### src/rtl/mkpd_pkg.sv
package mkpd_pkg;

  // Action codes carried by an input transaction.
  typedef enum logic [1:0] {
    ACT_SCAN      = 2'd0,
    ACT_QUERY     = 2'd1,
    ACT_CLEAR_ONE = 2'd2,
    ACT_CLEAR_ALL = 2'd3
  } action_e;

  // Per-key event state.
  typedef enum logic [1:0] {
    EV_IDLE    = 2'd0,
    EV_READY   = 2'd1,
    EV_PENDING = 2'd2
  } event_e;

  // Event kinds that a query can name.
  localparam logic [2:0] KIND_PRESS   = 3'd0;
  localparam logic [2:0] KIND_LONG    = 3'd1;
  localparam logic [2:0] KIND_REPEAT  = 3'd2;
  localparam logic [2:0] KIND_RELEASE = 3'd3;
  localparam logic [2:0] KIND_STATUS  = 3'd4;

  // Field widths.
  localparam int unsigned ActionW  = 2;
  localparam int unsigned LevelW   = 4;
  localparam int unsigned IndexW   = 2;
  localparam int unsigned KindW    = 3;
  localparam int unsigned CountW   = 16;
  localparam int unsigned CfgIdxW  = 4;

  // Configuration register indexes and reset values.
  localparam logic [CfgIdxW-1:0] REG_LONG_PRESS = 4'd0;
  localparam logic [CfgIdxW-1:0] REG_REPEAT     = 4'd1;
  localparam logic [CountW-1:0]  LongResetVal   = 16'd100;
  localparam logic [CountW-1:0]  RepeatResetVal = 16'd10;

  // Per-key command decoded from one accepted transaction.
  typedef struct packed {
    logic             scan;
    logic             level;
    logic             query;
    logic             clear;
    logic [KindW-1:0] kind;
  } lane_ctrl_t;

endpackage

### src/rtl/mkpd_key_lane.sv
module mkpd_key_lane (
  input  logic                        clk_i,
  input  logic                        rst_ni,
  input  mkpd_pkg::lane_ctrl_t        ctrl_i,
  input  logic [mkpd_pkg::CountW-1:0] long_ticks_i,
  input  logic [mkpd_pkg::CountW-1:0] repeat_ticks_i,
  output logic                        hit_o
);

  logic                        down_q, down_d;
  logic [mkpd_pkg::CountW-1:0] hold_q, hold_d;
  logic [mkpd_pkg::CountW-1:0] rep_q, rep_d;
  mkpd_pkg::event_e            press_q, press_d;
  mkpd_pkg::event_e            rel_q, rel_d;
  mkpd_pkg::event_e            long_q, long_d;
  logic                        rrdy_q, rrdy_d;

  // Next state of this key for the current transaction.
  always_comb begin
    down_d  = down_q;
    hold_d  = hold_q;
    rep_d   = rep_q;
    press_d = press_q;
    rel_d   = rel_q;
    long_d  = long_q;
    rrdy_d  = rrdy_q;
    hit_o   = 1'b0;

    if (ctrl_i.scan) begin
      if (ctrl_i.level) begin
        down_d = 1'b1;
        if (!down_q && press_q == mkpd_pkg::EV_IDLE) begin
          rel_d   = mkpd_pkg::EV_IDLE;
          press_d = mkpd_pkg::EV_READY;
        end
        // Hold counter saturates at the long-press limit.
        if (hold_q < long_ticks_i) begin
          hold_d = hold_q + 1'b1;
        end else if (long_q == mkpd_pkg::EV_IDLE) begin
          long_d = mkpd_pkg::EV_READY;
        end
        // Auto-repeat runs only once long-press has fired.
        if (long_d != mkpd_pkg::EV_IDLE) begin
          if (rep_q < repeat_ticks_i) begin
            rep_d = rep_q + 1'b1;
          end else begin
            rrdy_d = 1'b1;
          end
        end
      end else begin
        if (down_q) begin
          down_d = 1'b0;
          rel_d  = mkpd_pkg::EV_READY;
        end
        hold_d  = '0;
        rep_d   = '0;
        press_d = mkpd_pkg::EV_IDLE;
        long_d  = mkpd_pkg::EV_IDLE;
        rrdy_d  = 1'b0;
      end
    end else if (ctrl_i.query) begin
      // A ready press, long or release event goes pending.
      case (ctrl_i.kind)
        mkpd_pkg::KIND_PRESS: begin
          if (press_q == mkpd_pkg::EV_READY) begin
            press_d = mkpd_pkg::EV_PENDING;
            hit_o   = 1'b1;
          end
        end
        mkpd_pkg::KIND_LONG: begin
          if (long_q == mkpd_pkg::EV_READY) begin
            long_d = mkpd_pkg::EV_PENDING;
            hit_o  = 1'b1;
          end
        end
        mkpd_pkg::KIND_REPEAT: begin
          if (rrdy_q) begin
            rrdy_d = 1'b0;
            rep_d  = '0;
            hit_o  = 1'b1;
          end
        end
        mkpd_pkg::KIND_RELEASE: begin
          if (rel_q == mkpd_pkg::EV_READY) begin
            rel_d = mkpd_pkg::EV_PENDING;
            hit_o = 1'b1;
          end
        end
        mkpd_pkg::KIND_STATUS: begin
          hit_o = !down_q;
        end
        default: begin
          hit_o = 1'b0;
        end
      endcase
    end else if (ctrl_i.clear) begin
      // Clearing keeps the pressed flag.
      hold_d  = '0;
      rep_d   = '0;
      press_d = mkpd_pkg::EV_IDLE;
      rel_d   = mkpd_pkg::EV_IDLE;
      long_d  = mkpd_pkg::EV_IDLE;
      rrdy_d  = 1'b0;
    end
  end

  // Key state registers.
  always_ff @(posedge clk_i or negedge rst_ni) begin
    if (!rst_ni) begin
      down_q  <= 1'b0;
      hold_q  <= '0;
      rep_q   <= '0;
      press_q <= mkpd_pkg::EV_IDLE;
      rel_q   <= mkpd_pkg::EV_IDLE;
      long_q  <= mkpd_pkg::EV_IDLE;
      rrdy_q  <= 1'b0;
    end else begin
      down_q  <= down_d;
      hold_q  <= hold_d;
      rep_q   <= rep_d;
      press_q <= press_d;
      rel_q   <= rel_d;
      long_q  <= long_d;
      rrdy_q  <= rrdy_d;
    end
  end

endmodule

### src/rtl/mkpd_merge.sv
module mkpd_merge #(
  parameter int unsigned KeyCount = 4
) (
  input  logic                clk_i,
  input  logic                rst_ni,
  input  logic                push_i,
  input  logic [KeyCount-1:0] lane_hit_i,
  output logic                space_o,
  output logic                out_valid_o,
  input  logic                out_ready_i,
  output logic                event_hit_o
);

  logic       head_q, head_d;
  logic       tail_q, tail_d;
  logic [1:0] cnt_q, cnt_d;
  logic       hit;
  logic       pop;

  // Only the addressed lane can report a hit, so an OR merges the lanes.
  assign hit = |lane_hit_i;

  assign pop         = (cnt_q != 2'd0) && out_ready_i;
  assign space_o     = (cnt_q != 2'd2);
  assign out_valid_o = (cnt_q != 2'd0);
  assign event_hit_o = head_q;

  // Two-entry result buffer.
  always_comb begin
    head_d = head_q;
    tail_d = tail_q;
    cnt_d  = cnt_q;
    if (pop) begin
      head_d = (cnt_q == 2'd2) ? tail_q : hit;
      if (cnt_q == 2'd2 && push_i) begin
        tail_d = hit;
      end
    end else if (push_i) begin
      if (cnt_q == 2'd0) begin
        head_d = hit;
      end else begin
        tail_d = hit;
      end
    end
    case ({push_i, pop})
      2'b10:   cnt_d = cnt_q + 2'd1;
      2'b01:   cnt_d = cnt_q - 2'd1;
      default: cnt_d = cnt_q;
    endcase
  end

  // Buffer occupancy.
  always_ff @(posedge clk_i or negedge rst_ni) begin
    if (!rst_ni) begin
      cnt_q <= 2'd0;
    end else begin
      cnt_q <= cnt_d;
    end
  end

  // Buffer data.
  always_ff @(posedge clk_i) begin
    head_q <= head_d;
    tail_q <= tail_d;
  end

endmodule

### src/rtl/multi_key_press_event_detector_unit.sv
// Key event detector: tracks KEY_COUNT push keys and reports press, release,
// long-press and auto-repeat events. Every transaction (scan tick, query or
// clear) is handled by one lane per key working in parallel, so the block
// takes one transaction per cycle while the buffer has space; the result is
// registered in a two-entry output buffer that stalls input only when both
// entries are waiting. Keys at index four and above always scan as released.
// Configuration writes take effect on the next cycle and cfg_ready_o is
// always high.
module multi_key_press_event_detector_unit #(
  parameter int unsigned KEY_COUNT = 4
) (
  input  logic                          clk_i,
  input  logic                          rst_ni,
  input  logic                          in_valid_i,
  output logic                          in_ready_o,
  input  logic [mkpd_pkg::ActionW-1:0]  action_i,
  input  logic [mkpd_pkg::LevelW-1:0]   key_levels_i,
  input  logic [mkpd_pkg::IndexW-1:0]   key_index_i,
  input  logic [mkpd_pkg::KindW-1:0]    event_kind_i,
  output logic                          out_valid_o,
  input  logic                          out_ready_i,
  output logic                          event_hit_o,
  input  logic                          cfg_valid_i,
  output logic                          cfg_ready_o,
  input  logic [mkpd_pkg::CfgIdxW-1:0]  cfg_index_i,
  input  logic [mkpd_pkg::CountW-1:0]   cfg_data_i
);

  logic                        in_acc;
  logic                        space;
  mkpd_pkg::action_e           action;
  logic [mkpd_pkg::CountW-1:0] long_ticks_q;
  logic [mkpd_pkg::CountW-1:0] repeat_ticks_q;
  mkpd_pkg::lane_ctrl_t        lane_ctrl [KEY_COUNT];
  logic [KEY_COUNT-1:0]        lane_hit;

  assign in_ready_o  = space;
  assign in_acc      = in_valid_i && space;
  assign action      = mkpd_pkg::action_e'(action_i);
  assign cfg_ready_o = 1'b1;

  // Configuration registers.
  always_ff @(posedge clk_i or negedge rst_ni) begin
    if (!rst_ni) begin
      long_ticks_q   <= mkpd_pkg::LongResetVal;
      repeat_ticks_q <= mkpd_pkg::RepeatResetVal;
    end else if (cfg_valid_i) begin
      case (cfg_index_i)
        mkpd_pkg::REG_LONG_PRESS: long_ticks_q   <= cfg_data_i;
        mkpd_pkg::REG_REPEAT:     repeat_ticks_q <= cfg_data_i;
        default: ;
      endcase
    end
  end

  // One lane per key.
  for (genvar k = 0; k < KEY_COUNT; k++) begin : g_lane
    logic sel;
    assign sel = (32'(key_index_i) == 32'(k));

    // Keys beyond the level field never scan as pressed.
    if (k < mkpd_pkg::LevelW) begin : g_level
      assign lane_ctrl[k].level = key_levels_i[k];
    end else begin : g_nolevel
      assign lane_ctrl[k].level = 1'b0;
    end

    assign lane_ctrl[k].scan  = in_acc && (action == mkpd_pkg::ACT_SCAN);
    assign lane_ctrl[k].query = in_acc && (action == mkpd_pkg::ACT_QUERY) && sel;
    assign lane_ctrl[k].clear = in_acc && ((action == mkpd_pkg::ACT_CLEAR_ALL) ||
                                ((action == mkpd_pkg::ACT_CLEAR_ONE) && sel));
    assign lane_ctrl[k].kind  = event_kind_i;

    mkpd_key_lane u_lane (
      .clk_i          (clk_i),
      .rst_ni         (rst_ni),
      .ctrl_i         (lane_ctrl[k]),
      .long_ticks_i   (long_ticks_q),
      .repeat_ticks_i (repeat_ticks_q),
      .hit_o          (lane_hit[k])
    );
  end

  // Merge lane results into the output buffer.
  mkpd_merge #(
    .KeyCount (KEY_COUNT)
  ) u_merge (
    .clk_i       (clk_i),
    .rst_ni      (rst_ni),
    .push_i      (in_acc),
    .lane_hit_i  (lane_hit),
    .space_o     (space),
    .out_valid_o (out_valid_o),
    .out_ready_i (out_ready_i),
    .event_hit_o (event_hit_o)
  );

endmodule

### config.mk
export PLATFORM = sky130hd
export DESIGN_NAME = multi_key_press_event_detector_unit
export DESIGN_NICKNAME = d
export VERILOG_FILES = /design/src/rtl/mkpd_pkg.sv /design/src/rtl/mkpd_key_lane.sv /design/src/rtl/mkpd_merge.sv /design/src/rtl/multi_key_press_event_detector_unit.sv
export SDC_FILE = /design/constraint.sdc
export NUM_CORES = 1
export LEC_CHECK = 0
export BUFFER_PORTS_ARGS = -buffer_cell sky130_fd_sc_hd__buf_4
export CAP_MARGIN = 20
export CORE_MARGIN = 5
export CORE_UTILIZATION = 57
export DETAILED_ROUTE_END_ITERATION = 8
export GPL_TIMING_DRIVEN = 0
export PLACE_DENSITY = 0.77
export SLEW_MARGIN = 30
export SYNTH_ARGS = -nofsm -noshare
export SYNTH_HDL_FRONTEND = slang
export SYNTH_SLANG_ARGS = --single-unit
### constraint.sdc
create_clock -name clk_i -period 2.7 [get_ports clk_i]
set_clock_uncertainty 0.15 [all_clocks]
set_input_delay 0.27 -clock clk_i [delete_from_list [all_inputs] [get_ports clk_i]]
set_output_delay 0.27 -clock clk_i [all_outputs]
set_load 0.005 [all_outputs]
==> reports/qor.json, run 1 <==
{
  "power_density_relative_to_cell_area_nw_per_um2": 546.4,
  "dpl_cell_area_sq_um": 13480,
  "worst_path_most_repeated_cell": "o21a_1",
  "cpMaxStageDelayCell": "dfstp_2",
  "timing.critical_path.fanout_max": 9,
  "floorplan.initialDensity_pct": 57.93,
  "setup_viol_count_final": 119,
  "via_count": 12450,
  "postSynth.asyncResetShare_pct": 98.98,
  "hpwl_mm": 25.98,
  "synth.largest_area_cell": "dfrtp_1",
  "final_critical_path_setup_slack_ns": -0.4783,
  "cp_data_arrival_time_ns": 3.43,
  "timing_max_transition_violations_final": 0,
  "rsz0062_at_grt": "true",
  "ctsLongestPathBuffers": 2,
  "slowest_delay_ns": 0.55,
  "p_leak_nw": 7.161,
  "design.final.nets": 1739,
  "synth.cells.most_frequent": "dfrtp_1, nand2_1, ha_1, o21ai_0, nor2_1",
  "netlist_area_before_placement_sq_um": 12680,
  "cp_data_required_time_ns": 2.95,
  "grt_overflow": 0,
  "viasPerCell": 6.671,
  "fillers": 1450,
  "grt_pass1_vias": 11550,
  "critical_path.startpoint_type": "flop",
  "multi_input_combinational_cell_area_sq_um": 8631,
  "hold_path.class": "in2reg",
  "final_design_area_no_fill_sq_um": 16160,
  "totalPowerFinal_mw": 8.828,
  "detail_route.wirelength_mm": 41.04,
  "timing.max_slew.rel_slack_pct": 35.70,
  "net-switching-power_mw": 3.222,
  "design.die.area_sq_um": 25330,
  "ioPinCount": 40,
  "fp-row-count": 54,
  "syn_nets": 1597,
  "routed_wire_per_std_cell_um": 21.99,
  "grt_max_degree": 74,
  "synthesis.area_per_instance_sq_um": 8.862,
  "ys_top_cells_by_area": "dfrtp_1, ha_1, o21ai_0",
  "critPathCaptureType": "flop",
  "violated_checks": "setup timing",
  "critical_path.startpoint": "long_ticks_q[2]$_DFFE_PN1P_",
  "seq_power_share_pct": 39.7,
  "hold_violations": 0,
  "place.gp.congestion": 0.9368,
  "utilization_pct": 73.81,
  "hold-worst-slack_ns": 0.02619,
  "timing.critical_path.cells": "clkinvlp_4 -> ha_1 -> o21a_1 -> o21ai_0 -> o21a_1 -> o21ai_4 -> nor3_4 -> or3_4 -> buf_8 -> or4_1 -> nand3_1",
  "worstMarginPinSlew_ns": 0.9581,
  "area.growth.synth_to_final_pct": 27.42,
  "clock_power_share_pct": 29.9,
  "status": "finished with violations",
  "min_period_over_period_pct": 117.7,
  "drive_above_1_share_pct": 25.28,
  "track_usage_pct": 29.04,
  "criticalPathCategory": "reg2reg",
  "syn-instance-count": 1431,
  "grt_antenna_before_repair": 1,
  "clk_transition_reported_paths_ns": 0.08,
  "root_buffer": "clkbuf_16",
  "power_switching_share_pct": 36.50,
  "internal_power_mw": 5.606,
  "number_of_flops_mapped_to_enable_cells_by_yosys": 2,
  "drt_pass1_iterations": 6,
  "post_synthesis_sequential_element_count": 196,
  "floorplan.die.height_um": 159.2,
  "final.setup.tns_ns": -28.23,
  "setup.reg_to_reg.worst_slack_ns": -0.48,
  "route.detailed.drc": 0,
  "synth_most_common_cell": "dfrtp_1",
  "clkSinkCount": 196,
  "core_area_sq_um": 21890,
  "power.share.combinational_pct": 30.4,
  "drt-initial-drc-count": 1421,
  "ys.flop_type": "dfrtp_1",
  "max_freq_mhz": 314.6,
  "yosysWarningCount": 0,
  "ff_latch_area_sq_um": 4922,
  "r2r-start": "long_ticks_q[2]$_DFFE_PN1P_",
  "wire_length_of_the_first_global_routing_pass_mm": 60.39,
  "cts.htree.levels": 4,
  "maxCapViolCount": 0,
  "ys_seq_area_share_pct": 38.81,
  "yosys.area.top_type_share_pct": 37.30,
  "yosysUniqueCellTypes": 70,
  "vdd_ir_drop_max_uv": 397.2,
  "hp-start": "in_valid_i",
  "die-width_um": 159.2,
  "tritoncts.num_buffers": 17,
  "critical_path.n_buffers_inverters": 2,
  "cts_tree": "done",
  "layout_min_cycle_time_ns": 3.178,
  "clock_latency_ns": 0.47,
  "route.antenna.remaining_nets": 0,
  "critPathTopFamily": "simple AND/OR/NAND/NOR gates",
  "antennaDiodeCount": 0,
  "place.port_buffers": 37
}
==> cell families after synthesis <==
family	count (synthesis)	synth area share, %
buffers and inverters	96	2.980
AND/OR/NAND/NOR	557	21.40
XOR/XNOR	48	3.315
flip-flops	196	38.81
adder cells (fa/ha/maj)	130	12.83
AO/OA/AOI/OAI	381	18.73
multiplexers	22	1.914
other	1	0.02957
==> routing by layer <==
metal	wire length [um]	part of all wire [%]	up-vias	GRT usage, %
met4	2427	5.9	2	15.78
met1	16260	40	6032	37.13
met3	3047	7.4	196	5.384
li1	-	-	5556	-
met2	19270	47	663	46.80
met5	23	0.056	-	0
==> cell type report <==
cell class | instances | area share [%]
clock inverters | 14 | 1.014
plain buffers | 39 | 1.696
clock buffers | 18 | 2.656
repair buffers | 127 | 7.209
flip-flops and latches | 196 | 30.46
inverters | 52 | 1.378
well taps | 280 | 2.168
multi-input cells | 1140 | 53.41
==> power by group through the flow <==
stage               Sequential (mW)  Clock [mW]  Combinational (mW)
detailed placement             3.50           0                1.98
global route                   3.53        2.77                2.90
CTS                            3.46        2.64                2.26
floorplan                      3.43           0                1.30
finish                         3.50        2.64                2.68
global placement               3.49           0                1.90
==> registers in the layout, indices dropped and copies added (netlist names) <==
register,flops
g_lane.u_lane.rel_q,8
repeat_ticks_q,16
g_lane.u_lane.rep_q,64
g_lane.u_lane.rrdy_q,4
u_merge.event_hit_o,1
g_lane.u_lane.press_q,8
g_lane.u_lane.hold_q,64
u_merge.cnt_q,2
long_ticks_q,16
g_lane.u_lane.long_q,8
g_lane.u_lane.down_q,4
u_merge.tail_q,1
==> path summary, 6_finish.rpt <==
| check | depth (start not counted) | endpoint |
|---|---|---|
| worst max-delay path | 11 | g_lane[1].u_lane.rep_q[15]$_DFFE_PN0P_ |
| worst min-delay path | 3 | u_merge.event_hit_o$_DFFE_PP_ |
| worst max register to register | 11 | g_lane[1].u_lane.rep_q[15]$_DFFE_PN0P_ |
| worst min register to register | 1 | g_lane[3].u_lane.rep_q[15]$_DFFE_PN0P_ |
| max in group asynchronous | 3 | long_ticks_q[2]$_DFFE_PN1P_ |
| min in group asynchronous | 2 | g_lane[0].u_lane.rep_q[2]$_DFFE_PN0P_ |
==> through the flow <==
step | setup slack (ns) | instances
3_5_place_dp | -0.8339 | 1750
6_report | -0.4783 | 1866
3_3_place_gp | -0.7386 | 1748
4_1_cts | -0.3241 | 1846
2_1_floorplan | -0.06791 | 1431
5_1_grt | -0.5404 | 1866
==> tightest hold or removal path, cell delays in order <==
cell and delay [ns]:
buf_4 0.13, nand2_1 0.05, nand2_1 0.06
==> layout by cell type, fill, tap and decap left out, types with 26 or more instances in the layout <==
cell,count
nor2_1,116
dfrtp_1,188
o21ai_0,79
buf_6,26
ha_1,115
nand4_1,33
and3_1,30
nand3_1,61
nand2_1,140
inv_1,28
a31oi_1,34
a21oi_1,67
o21ai_1,39
buf_4,81
==> timing repair <==
action / 4_1_cts / 5_1_grt
pin swaps: 40 / 93
gates resized for setup: 143 / 227
hold buffers: 22 / 0
endpoints found under the setup margin: 160 / 144
cloned: 1 / 1
hold endpoints to repair: 107 / 0
buffers inserted: 45 / 24
Power figures use the tool's default switching activity.
==> run 2: changes to the inputs <==
--- a/config.mk
+++ b/config.mk
@@ -7,11 +7,13 @@
 export LEC_CHECK = 0
 export BUFFER_PORTS_ARGS = -buffer_cell sky130_fd_sc_hd__buf_4
 export CAP_MARGIN = 20
+export CELL_PAD_IN_SITES_DETAIL_PLACEMENT = 1
+export CELL_PAD_IN_SITES_GLOBAL_PLACEMENT = 1
 export CORE_MARGIN = 5
-export CORE_UTILIZATION = 57
+export CORE_UTILIZATION = 44
 export DETAILED_ROUTE_END_ITERATION = 8
 export GPL_TIMING_DRIVEN = 0
-export PLACE_DENSITY = 0.77
+export PLACE_DENSITY_LB_ADDON = 0.1
 export SLEW_MARGIN = 30
 export SYNTH_ARGS = -nofsm -noshare
 export SYNTH_HDL_FRONTEND = slang
==> reports/qor.json, run 2 (synthesis results as in run 1) <==
{
  "hold-worst-slack": {"value": 0.01985, "unit": "ns", "change": "-0.006338 ns"},
  "ctsLongestPathBuffers": {"value": 2, "change": "unchanged"},
  "drt-initial-drc-count": {"value": 724, "change": "-49%"},
  "numPlacedInstances": {"value": 1854, "change": "+5.9%"},
  "seq_power_share": {"value": 37.9, "unit": "%", "change": "-1.8 points"},
  "setup_viol_count_final": {"value": 120, "change": "+0.84%"},
  "clock_power_share": {"value": 29.8, "unit": "%", "change": "about the same"},
  "min_period_over_period": {"value": 112.9, "unit": "%", "change": "-4.8 points"},
  "drt_pass1_iterations": {"value": 5, "change": "-1"},
  "violated_checks": "setup timing",
  "via_count": {"value": 12660, "change": "+1.7%"},
  "rsz0062_at_grt": "true",
  "ioPinCount": {"value": 40, "change": "unchanged"},
  "wire_length_of_the_first_global_routing_pass": {"value": 73.62, "unit": "mm", "change": "+22%"},
  "layout.cells.most_common": "dfrtp_1",
  "layout_min_cycle_time": {"value": 3.048, "unit": "ns", "change": "-0.1302 ns"},
  "cts_tree": "done",
  "tritoncts.num_buffers": {"value": 17, "change": "unchanged"},
  "critical_path.startpoint_type": "flop",
  "drive_above_1_share": {"value": 31.27, "unit": "%", "change": "+6.0 points"},
  "vdd_ir_drop_max": {"value": 490.3, "unit": "uV", "change": "+23%"},
  "p_leak": {"value": 7.612, "unit": "nW", "change": "+6.3%"},
  "internal_power": {"value": 5.697, "unit": "mW", "change": "+1.6%"},
  "antennaDiodeCount": {"value": 0, "change": "unchanged"},
  "final_design_area_no_fill": {"value": 17260, "unit": "sq um", "change": "+6.8%"},
  "area.growth.synth_to_final_pct": 36.14,
  "net-switching-power": {"value": 3.569, "unit": "mW", "change": "+11%"},
  "grt_antenna_before_repair": {"value": 1, "change": "unchanged"},
  "maxCapViolCount": {"value": 0, "change": "unchanged"},
  "utilization": {"value": 60.48, "unit": "%", "change": "-13 points"},
  "criticalPathCategory": "reg2reg",
  "power_switching_share": {"value": 38.51, "unit": "%", "change": "+2.0 points"},
  "route.detailed.drc": {"value": 0, "change": "unchanged"},
  "clk_transition_reported_paths": {"value": 0.09, "unit": "ns", "change": "about the same"},
  "core_area": {"value": 28550, "unit": "sq um", "change": "+30%"},
  "cp_data_arrival_time": {"value": 3.29, "unit": "ns", "change": "-0.14 ns"},
  "place_ws": {"value": -0.9167, "unit": "ns", "change": "-0.08283 ns"},
  "hpwl": {"value": 30.83, "unit": "mm", "change": "+19%"},
  "track_usage": {"value": 28.23, "unit": "%", "change": "-0.81 points"},
  "timing.max_slew.rel_slack": {"value": 35.50, "unit": "%", "change": "-0.20 points"},
  "cts.htree.levels": {"value": 4, "change": "unchanged"},
  "layout.cells.most_common_list": "dfrtp_1, nand2_1, buf_4, nor2_1, ha_1",
  "hold_path.class": "in2reg",
  "grt_overflow": {"value": 0, "change": "unchanged"},
  "root_buffer": "clkbuf_16",
  "power_density_relative_to_cell_area": {"value": 536.7, "unit": "nW/um^2", "change": "-1.8%"},
  "detail_route.wirelength": {"value": 50.14, "unit": "mm", "change": "+22%"},
  "design.final.nets": {"value": 1803, "change": "+3.7%"},
  "viasPerCell": {"value": 6.223, "change": "-6.7%"},
  "timing_max_transition_violations_final": {"value": 0, "change": "unchanged"},
  "power.share.combinational": {"value": 32.2, "unit": "%", "change": "+1.8 points"},
  "dpl_cell_area": {"value": 13610, "unit": "sq um", "change": "+1.0%"},
  "fillers": {"value": 3216, "change": "+120%"},
  "design.die.area": {"value": 32320, "unit": "sq um", "change": "+28%"},
  "clkSinkCount": {"value": 196, "change": "unchanged"},
  "cp_data_required_time": {"value": 2.94, "unit": "ns", "change": "about the same"},
  "clock_latency": {"value": 0.46, "unit": "ns", "change": "about the same"},
  "hold_violations": {"value": 0, "change": "unchanged"},
  "fp-row-count": {"value": 62, "change": "+15%"},
  "final.setup.tns": {"value": -23.03, "unit": "ns", "change": "+5.202 ns"},
  "critPathCaptureType": "flop",
  "place.gp.congestion": {"value": 0.8401, "change": "-10%"},
  "reg_top3": "g_lane.u_lane.hold_q: 64 flops, g_lane.u_lane.rep_q: 64 flops",
  "route.antenna.remaining_nets": {"value": 0, "change": "unchanged"},
  "floorplan.initialDensity": {"value": 44.42, "unit": "%", "change": "-14 points"},
  "die-width": {"value": 179.8, "unit": "um", "change": "+13%"},
  "routed_wire_per_std_cell": {"value": 24.65, "unit": "um", "change": "+12%"},
  "final_critical_path_setup_slack": {"value": -0.3481, "unit": "ns", "change": "+0.1302 ns"},
  "totalPowerFinal": {"value": 9.266, "unit": "mW", "change": "+5.0%"},
  "worstMarginPinSlew": {"value": 0.9602, "unit": "ns", "change": "+0.002037 ns"},
  "max_freq": {"value": 328.1, "unit": "MHz", "change": "+4.3%"},
  "place.port_buffers": {"value": 37, "change": "unchanged"},
  "floorplan.die.height": {"value": 179.8, "unit": "um", "change": "+13%"},
  "layoutNonFillerInstCount": {"value": 2034, "change": "+9.0%"},
  "grt_pass1_vias": {"value": 13180, "change": "+14%"},
  "grt_max_degree": {"value": 78, "change": "+5.4%"},
  "status": "finished with violations",
  "timing.critical_path.fanout_max": {"value": 5, "change": "-4"}
}
-- run 2: worst paths after layout --
| check | start | to | slack (ns) | cells past startpoint |
|---|---|---|---|---|
| min in group asynchronous | rst_ni | g_lane[0].u_lane.rel_q[1]$_DFFE_PN0P_ | 0.15 | 2 |
| min reg2reg | g_lane[3].u_lane.rep_q[15]$_DFFE_PN0P_ | g_lane[3].u_lane.rep_q[15]$_DFFE_PN0P_ | 0.34 | 1 |
| max | repeat_ticks_q[9]$_DFFE_PN0P_ | g_lane[2].u_lane.rep_q[8]$_DFFE_PN0P_ | -0.35 | 12 |
| max in group asynchronous | rst_ni | repeat_ticks_q[3]$_DFFE_PN1P_ | 1.45 | 3 |
| min | in_valid_i | u_merge.event_hit_o$_DFFE_PP_ | 0.02 | 3 |
| max reg2reg | repeat_ticks_q[9]$_DFFE_PN0P_ | g_lane[2].u_lane.rep_q[8]$_DFFE_PN0P_ | -0.35 | 12 |
-- run 2: per-layer routing --
| layer | global-route usage (%) | routed length [um] | up-vias |
|---|---|---|---|
| met5 | 0 | 0 | - |
| met4 | 13.20 | 2140 | 0 |
| met3 | 4.871 | 1913 | 127 |
| met2 | 46.65 | 25130 | 361 |
| met1 | 36.16 | 20950 | 6491 |
| li1 | - | - | 5678 |
-- run 2: power groups by stage --
stage	Sequential, mW	Clock (mW)	Combinational (mW)
2_1_floorplan	3.43	0	1.30
3_3_place_gp	3.49	0	1.99
3_5_place_dp	3.51	0	2.09
4_1_cts	3.49	2.77	2.57
5_1_grt	3.55	2.88	3.21
6_report	3.51	2.77	2.99
-- run 2: worst max-delay path: stages, from the launching register on --
cell and delay, ns:
dfrtp_1 0.40, clkinvlp_4 0.19, buf_6 0.17, ha_4 0.22, a21o_1 0.21, a2111oi_4 0.42
a211oi_4 0.12, a2111oi_4 0.20, buf_4 0.20, nand2_4 0.06, buf_6 0.13, or4_4 0.41
nand3_2 0.08
-- run 2: cell type report --
type                       count  area [sq um]  share of cell area (%)
tap                          384         480.5                   2.783
timing repair buffer         192          1794                   10.39
clock buffer                  17         425.4                   2.464
inverter                      52         236.5                   1.370
multi-input combinational   1140          8946                   51.82
sequential                   196          4925                   28.53
clock inverter                15         185.2                   1.073
buffer                        38         271.5                   1.573
-- run 2: timing repair --
item,in CTS,in global routing
hold buffers,22,0
endpoints found under the setup margin,149,144
buffers inserted,63,74
hold endpoints to repair,90,0
gates resized for setup,302,181
pin swaps,111,131
cloned,4,0
==> run 3: changes to the inputs <==
--- a/config.mk
+++ b/config.mk
@@ -5,12 +5,13 @@
 export SDC_FILE = /design/constraint.sdc
 export NUM_CORES = 1
 export LEC_CHECK = 0
+export ABC_AREA = 1
 export BUFFER_PORTS_ARGS = -buffer_cell sky130_fd_sc_hd__buf_4
 export CAP_MARGIN = 20
 export CELL_PAD_IN_SITES_DETAIL_PLACEMENT = 1
 export CELL_PAD_IN_SITES_GLOBAL_PLACEMENT = 1
 export CORE_MARGIN = 5
-export CORE_UTILIZATION = 44
+export CORE_UTILIZATION = 42
 export DETAILED_ROUTE_END_ITERATION = 8
 export GPL_TIMING_DRIVEN = 0
 export PLACE_DENSITY_LB_ADDON = 0.1
==> reports/qor.json, run 3 <==
{
  "detail_route.wirelength": {"value": 50.54, "unit": "mm", "change": "+0.81%"},
  "viasPerCell": {"value": 5.539, "change": "-11%"},
  "ioPinCount": {"value": 40, "change": "unchanged"},
  "fp-row-count": {"value": 67, "change": "+8.1%"},
  "final_critical_path_setup_slack": {"value": 0.04586, "unit": "ns", "change": "+0.3939 ns"},
  "critical_path.startpoint_type": "flop",
  "totalPowerFinal": {"value": 8.686, "unit": "mW", "change": "-6.3%"},
  "timing.max_slew.rel_slack": {"value": 32.36, "unit": "%", "change": "-3.1 points"},
  "critical_path.startpoint": "u_merge.cnt_q[0]$_DFFE_PN0P_",
  "area.growth.synth_to_final_pct": 15.28,
  "route.detailed.drc": {"value": 0, "change": "unchanged"},
  "grt_overflow": {"value": 0, "change": "unchanged"},
  "hp-start": "cfg_index_i[0]",
  "min_period_over_period": {"value": 98.30, "unit": "%", "change": "-15 points"},
  "route.antenna.remaining_nets": {"value": 0, "change": "unchanged"},
  "grt_pass1_vias": {"value": 14790, "change": "+12%"},
  "layout.cells.most_common": "nand2_1",
  "post_synthesis_sequential_element_count": {"value": 196, "change": "unchanged"},
  "r2r-start": "u_merge.cnt_q[0]$_DFFE_PN0P_",
  "ys.flop_type": "dfrtp_1",
  "place_ws": {"value": -0.4399, "unit": "ns", "change": "+0.4768 ns"},
  "synth.cells.most_frequent": "nand2_1, inv_1, dfrtp_1, nand3_1, nor2_1",
  "status": "completed",
  "postSynth.asyncResetShare": {"value": 98.98, "unit": "%", "change": "unchanged"},
  "hold_path.class": "in2reg",
  "number_of_flops_mapped_to_enable_cells_by_yosys": {"value": 2, "change": "unchanged"},
  "layout_min_cycle_time": {"value": 2.654, "unit": "ns", "change": "-0.3939 ns"},
  "ys_seq_area_share": {"value": 34.43, "unit": "%", "change": "-4.4 points"},
  "power_density_relative_to_cell_area": {"value": 527.2, "unit": "nW/um^2", "change": "-1.8%"},
  "ctsLongestPathBuffers": {"value": 2, "change": "unchanged"},
  "fillers": {"value": 4285, "change": "+33%"},
  "cpMaxStageDelayCell": "nor2_4",
  "routed_wire_per_std_cell": {"value": 19.67, "unit": "um", "change": "-20%"},
  "worstMarginPinSlew": {"value": 1.007, "unit": "ns", "change": "+0.04664 ns"},
  "cp_data_arrival_time": {"value": 2.91, "unit": "ns", "change": "-0.38 ns"},
  "maxCapViolCount": {"value": 0, "change": "unchanged"},
  "syn-instance-count": {"value": 2001, "change": "+40%"},
  "clock_latency": {"value": 0.47, "unit": "ns", "change": "about the same"},
  "reg_top3": "g_lane.u_lane.hold_q: 64 flops, g_lane.u_lane.rep_q: 64 flops",
  "global_route.usage.met3": {"value": 3.359, "unit": "%", "change": "-1.5 points"},
  "synth.largest_area_cell": "dfrtp_1",
  "yosys.area.top_type_share": {"value": 33.09, "unit": "%", "change": "-4.2 points"},
  "timing_max_transition_violations_final": {"value": 0, "change": "unchanged"},
  "critPathCaptureType": "flop",
  "via_count": {"value": 14230, "change": "+12%"},
  "vdd_ir_drop_max": {"value": 490.0, "unit": "uV", "change": "about the same"},
  "timing.critical_path.fanout_max": {"value": 9, "change": "+4"},
  "synthesis.area_per_instance": {"value": 7.143, "unit": "sq um", "change": "-19%"},
  "setup_viol_count_final": {"value": 0, "change": "-100%"},
  "dpl_cell_area": {"value": 15190, "unit": "sq um", "change": "+12%"},
  "final.setup.tns": {"value": 0, "unit": "ns", "change": "+23.03 ns"},
  "hold_violations": {"value": 0, "change": "unchanged"},
  "drive_above_1_share": {"value": 9.189, "unit": "%", "change": "-22 points"},
  "hold-worst-slack": {"value": 0.05907, "unit": "ns", "change": "+0.03922 ns"},
  "floorplan.initialDensity": {"value": 42.62, "unit": "%", "change": "-1.8 points"},
  "criticalPathCategory": "reg2reg",
  "design.die.area": {"value": 37820, "unit": "sq um", "change": "+17%"},
  "global_route.peak_usage_layer": "met2",
  "timing.critical_path.cells": "inv_2 -> nand2_4 -> nand4_4 -> nor2_4 -> inv_2 -> nor2_1 -> nand3_4 -> buf_4 -> nand2_8 -> nand2_1 -> nand2_1",
  "grt_max_degree": {"value": 75, "change": "-3.8%"},
  "clk_transition_reported_paths": {"value": 0.08, "unit": "ns", "change": "about the same"},
  "ff_latch_area": {"value": 4921, "unit": "sq um", "change": "about the same"},
  "p_leak": {"value": 7.811, "unit": "nW", "change": "+2.6%"},
  "multi_input_combinational_cell_area": {"value": 8401, "unit": "sq um", "change": "-6.1%"},
  "synth_most_common_cell": "nand2_1",
  "groute.layer.met1.usage": {"value": 35.17, "unit": "%", "change": "-0.98 points"},
  "grt_antenna_before_repair": {"value": 0, "change": "-1"},
  "cts.htree.levels": {"value": 4, "change": "unchanged"},
  "max_freq": {"value": 376.8, "unit": "MHz", "change": "+15%"},
  "met2_usage": {"value": 44.67, "unit": "%", "change": "-2.0 points"},
  "tritoncts.num_buffers": {"value": 17, "change": "unchanged"},
  "antennaDiodeCount": {"value": 0, "change": "unchanged"},
  "design.final.nets": {"value": 2275, "change": "+26%"},
  "cts_tree": "done",
  "drt-initial-drc-count": {"value": 722, "change": "-0.28%"},
  "netlist_area_before_placement": {"value": 14290, "unit": "sq um", "change": "+13%"},
  "layout.cells.most_common_list": "nand2_1, inv_1, dfrtp_1, nand3_1, nor2_1",
  "rsz0062_at_grt": "true",
  "die-width": {"value": 194.5, "unit": "um", "change": "+8.2%"},
  "hpwl": {"value": 37.06, "unit": "mm", "change": "+20%"},
  "drt_pass1_iterations": {"value": 5, "change": "unchanged"},
  "floorplan.die.height": {"value": 194.5, "unit": "um", "change": "+8.2%"},
  "place.gp.congestion": {"value": 0.8974, "change": "+6.8%"},
  "clkSinkCount": {"value": 196, "change": "unchanged"},
  "root_buffer": "clkbuf_16",
  "yosysUniqueCellTypes": {"value": 46, "change": "-34%"},
  "track_usage": {"value": 26.27, "unit": "%", "change": "-2.0 points"},
  "final_design_area_no_fill": {"value": 16480, "unit": "sq um", "change": "-4.6%"},
  "cp_data_required_time": {"value": 2.96, "unit": "ns", "change": "+0.02 ns"},
  "slowest_delay": {"value": 0.51, "unit": "ns", "change": "+0.09 ns"},
  "place.port_buffers": {"value": 36, "change": "-2.7%"},
  "ys_top_cells_by_area": "dfrtp_1, nand2_1, ha_1",
  "yosysWarningCount": {"value": 0, "change": "unchanged"},
  "core_area": {"value": 33530, "unit": "sq um", "change": "+17%"},
  "syn_nets": {"value": 2167, "change": "+36%"},
  "wire_length_of_the_first_global_routing_pass": {"value": 79.75, "unit": "mm", "change": "+8.3%"}
}
run 3: cell count changes in the layout (fill, tap and decap cells not counted), moves of 42 or more:
cell	change
nand3_1	+123
inv_1	+203
o21ai_0	+56
buf_6	-43
nor3_1	+89
buf_4	-42
nand2_1	+373
nor2_1	+57
run 3: path summary, 6_finish.rpt:
| kind | to | slack [ns] | depth (start not counted) |
|---|---|---|---|
| min reg2reg | long_ticks_q[5]$_DFFE_PN1P_ | 0.34 | 2 |
| min | repeat_ticks_q[1]$_DFFE_PN1P_ | 0.06 | 4 |
| max in group asynchronous | g_lane[1].u_lane.rep_q[4]$_DFFE_PN0P_ | 1.42 | 3 |
| min in group asynchronous | g_lane[3].u_lane.hold_q[12]$_DFFE_PN0P_ | 0.18 | 2 |
| max reg2reg | g_lane[1].u_lane.rep_q[2]$_DFFE_PN0P_ | 0.05 | 11 |
| max | g_lane[1].u_lane.rep_q[2]$_DFFE_PN0P_ | 0.05 | 11 |
run 3: cell type report:
cell class / count / area share [%]
Multi-Input combinational cell: 1515 / 50.99
Clock inverter: 14 / 0.8657
Buffer: 46 / 1.762
Inverter: 243 / 5.604
Tap cell: 448 / 3.402
Sequential cell: 196 / 29.87
Clock buffer: 18 / 2.605
Timing Repair Buffer: 90 / 4.906
run 3: kinds of logic (layout without fill, tap and decap cells):
family	after synthesis	in the layout	synth area share, %
buf+inv	291	411	7.923
simple gates	1080	1081	33.43
xor+xnor	54	54	3.309
other cells	1	1	0.02624
flops	196	196	34.43
compound gates	249	249	9.498
fa+ha+maj	130	130	11.38
run 3: timing repair:
item	in CTS	in global routing
hold endpoints to repair	84	0
pin swaps	1	6
hold buffers	19	0
setup buffers	3	30
setup endpoints to repair	109	116
cloned	0	1
gates resized for setup	30	63
run 3: worst max-delay path, delay by kind of cell (launching register included):
| family | cells | cell delay [ns] |
|---|---|---|
| buf+inv | 3 | 0.50 |
| simple gates | 8 | 1.49 |
| flops | 1 | 0.44 |
run 3: through the flow:
| step | std cells | util [%] |
|---|---|---|
| 5_1_grt | 2570 | 49.13 |
| 2_1_floorplan | 2001 | - |
| 6_report | 2570 | 49.13 |
| 4_1_cts | 2539 | 47.89 |
| 3_3_place_gp | 2485 | 45.10 |
| 3_5_place_dp | 2487 | 45.30 |
run 3: routing by layer:
metal  share of wire, %  routed length [um]
met1                 46               23260
met3                3.9                1987
met4                2.2                1094
met5                  0                   0
met2                 48               24200
run 3: power breakdown:
part	internal (mW)	total (mW)	leakage, nW	switching (mW)
Clock	1.31	2.69	0.271	1.39
Combinational	0.870	2.63	4.88	1.76
Sequential	3.18	3.36	2.66	0.188
Total	5.35	8.69	7.81	3.34
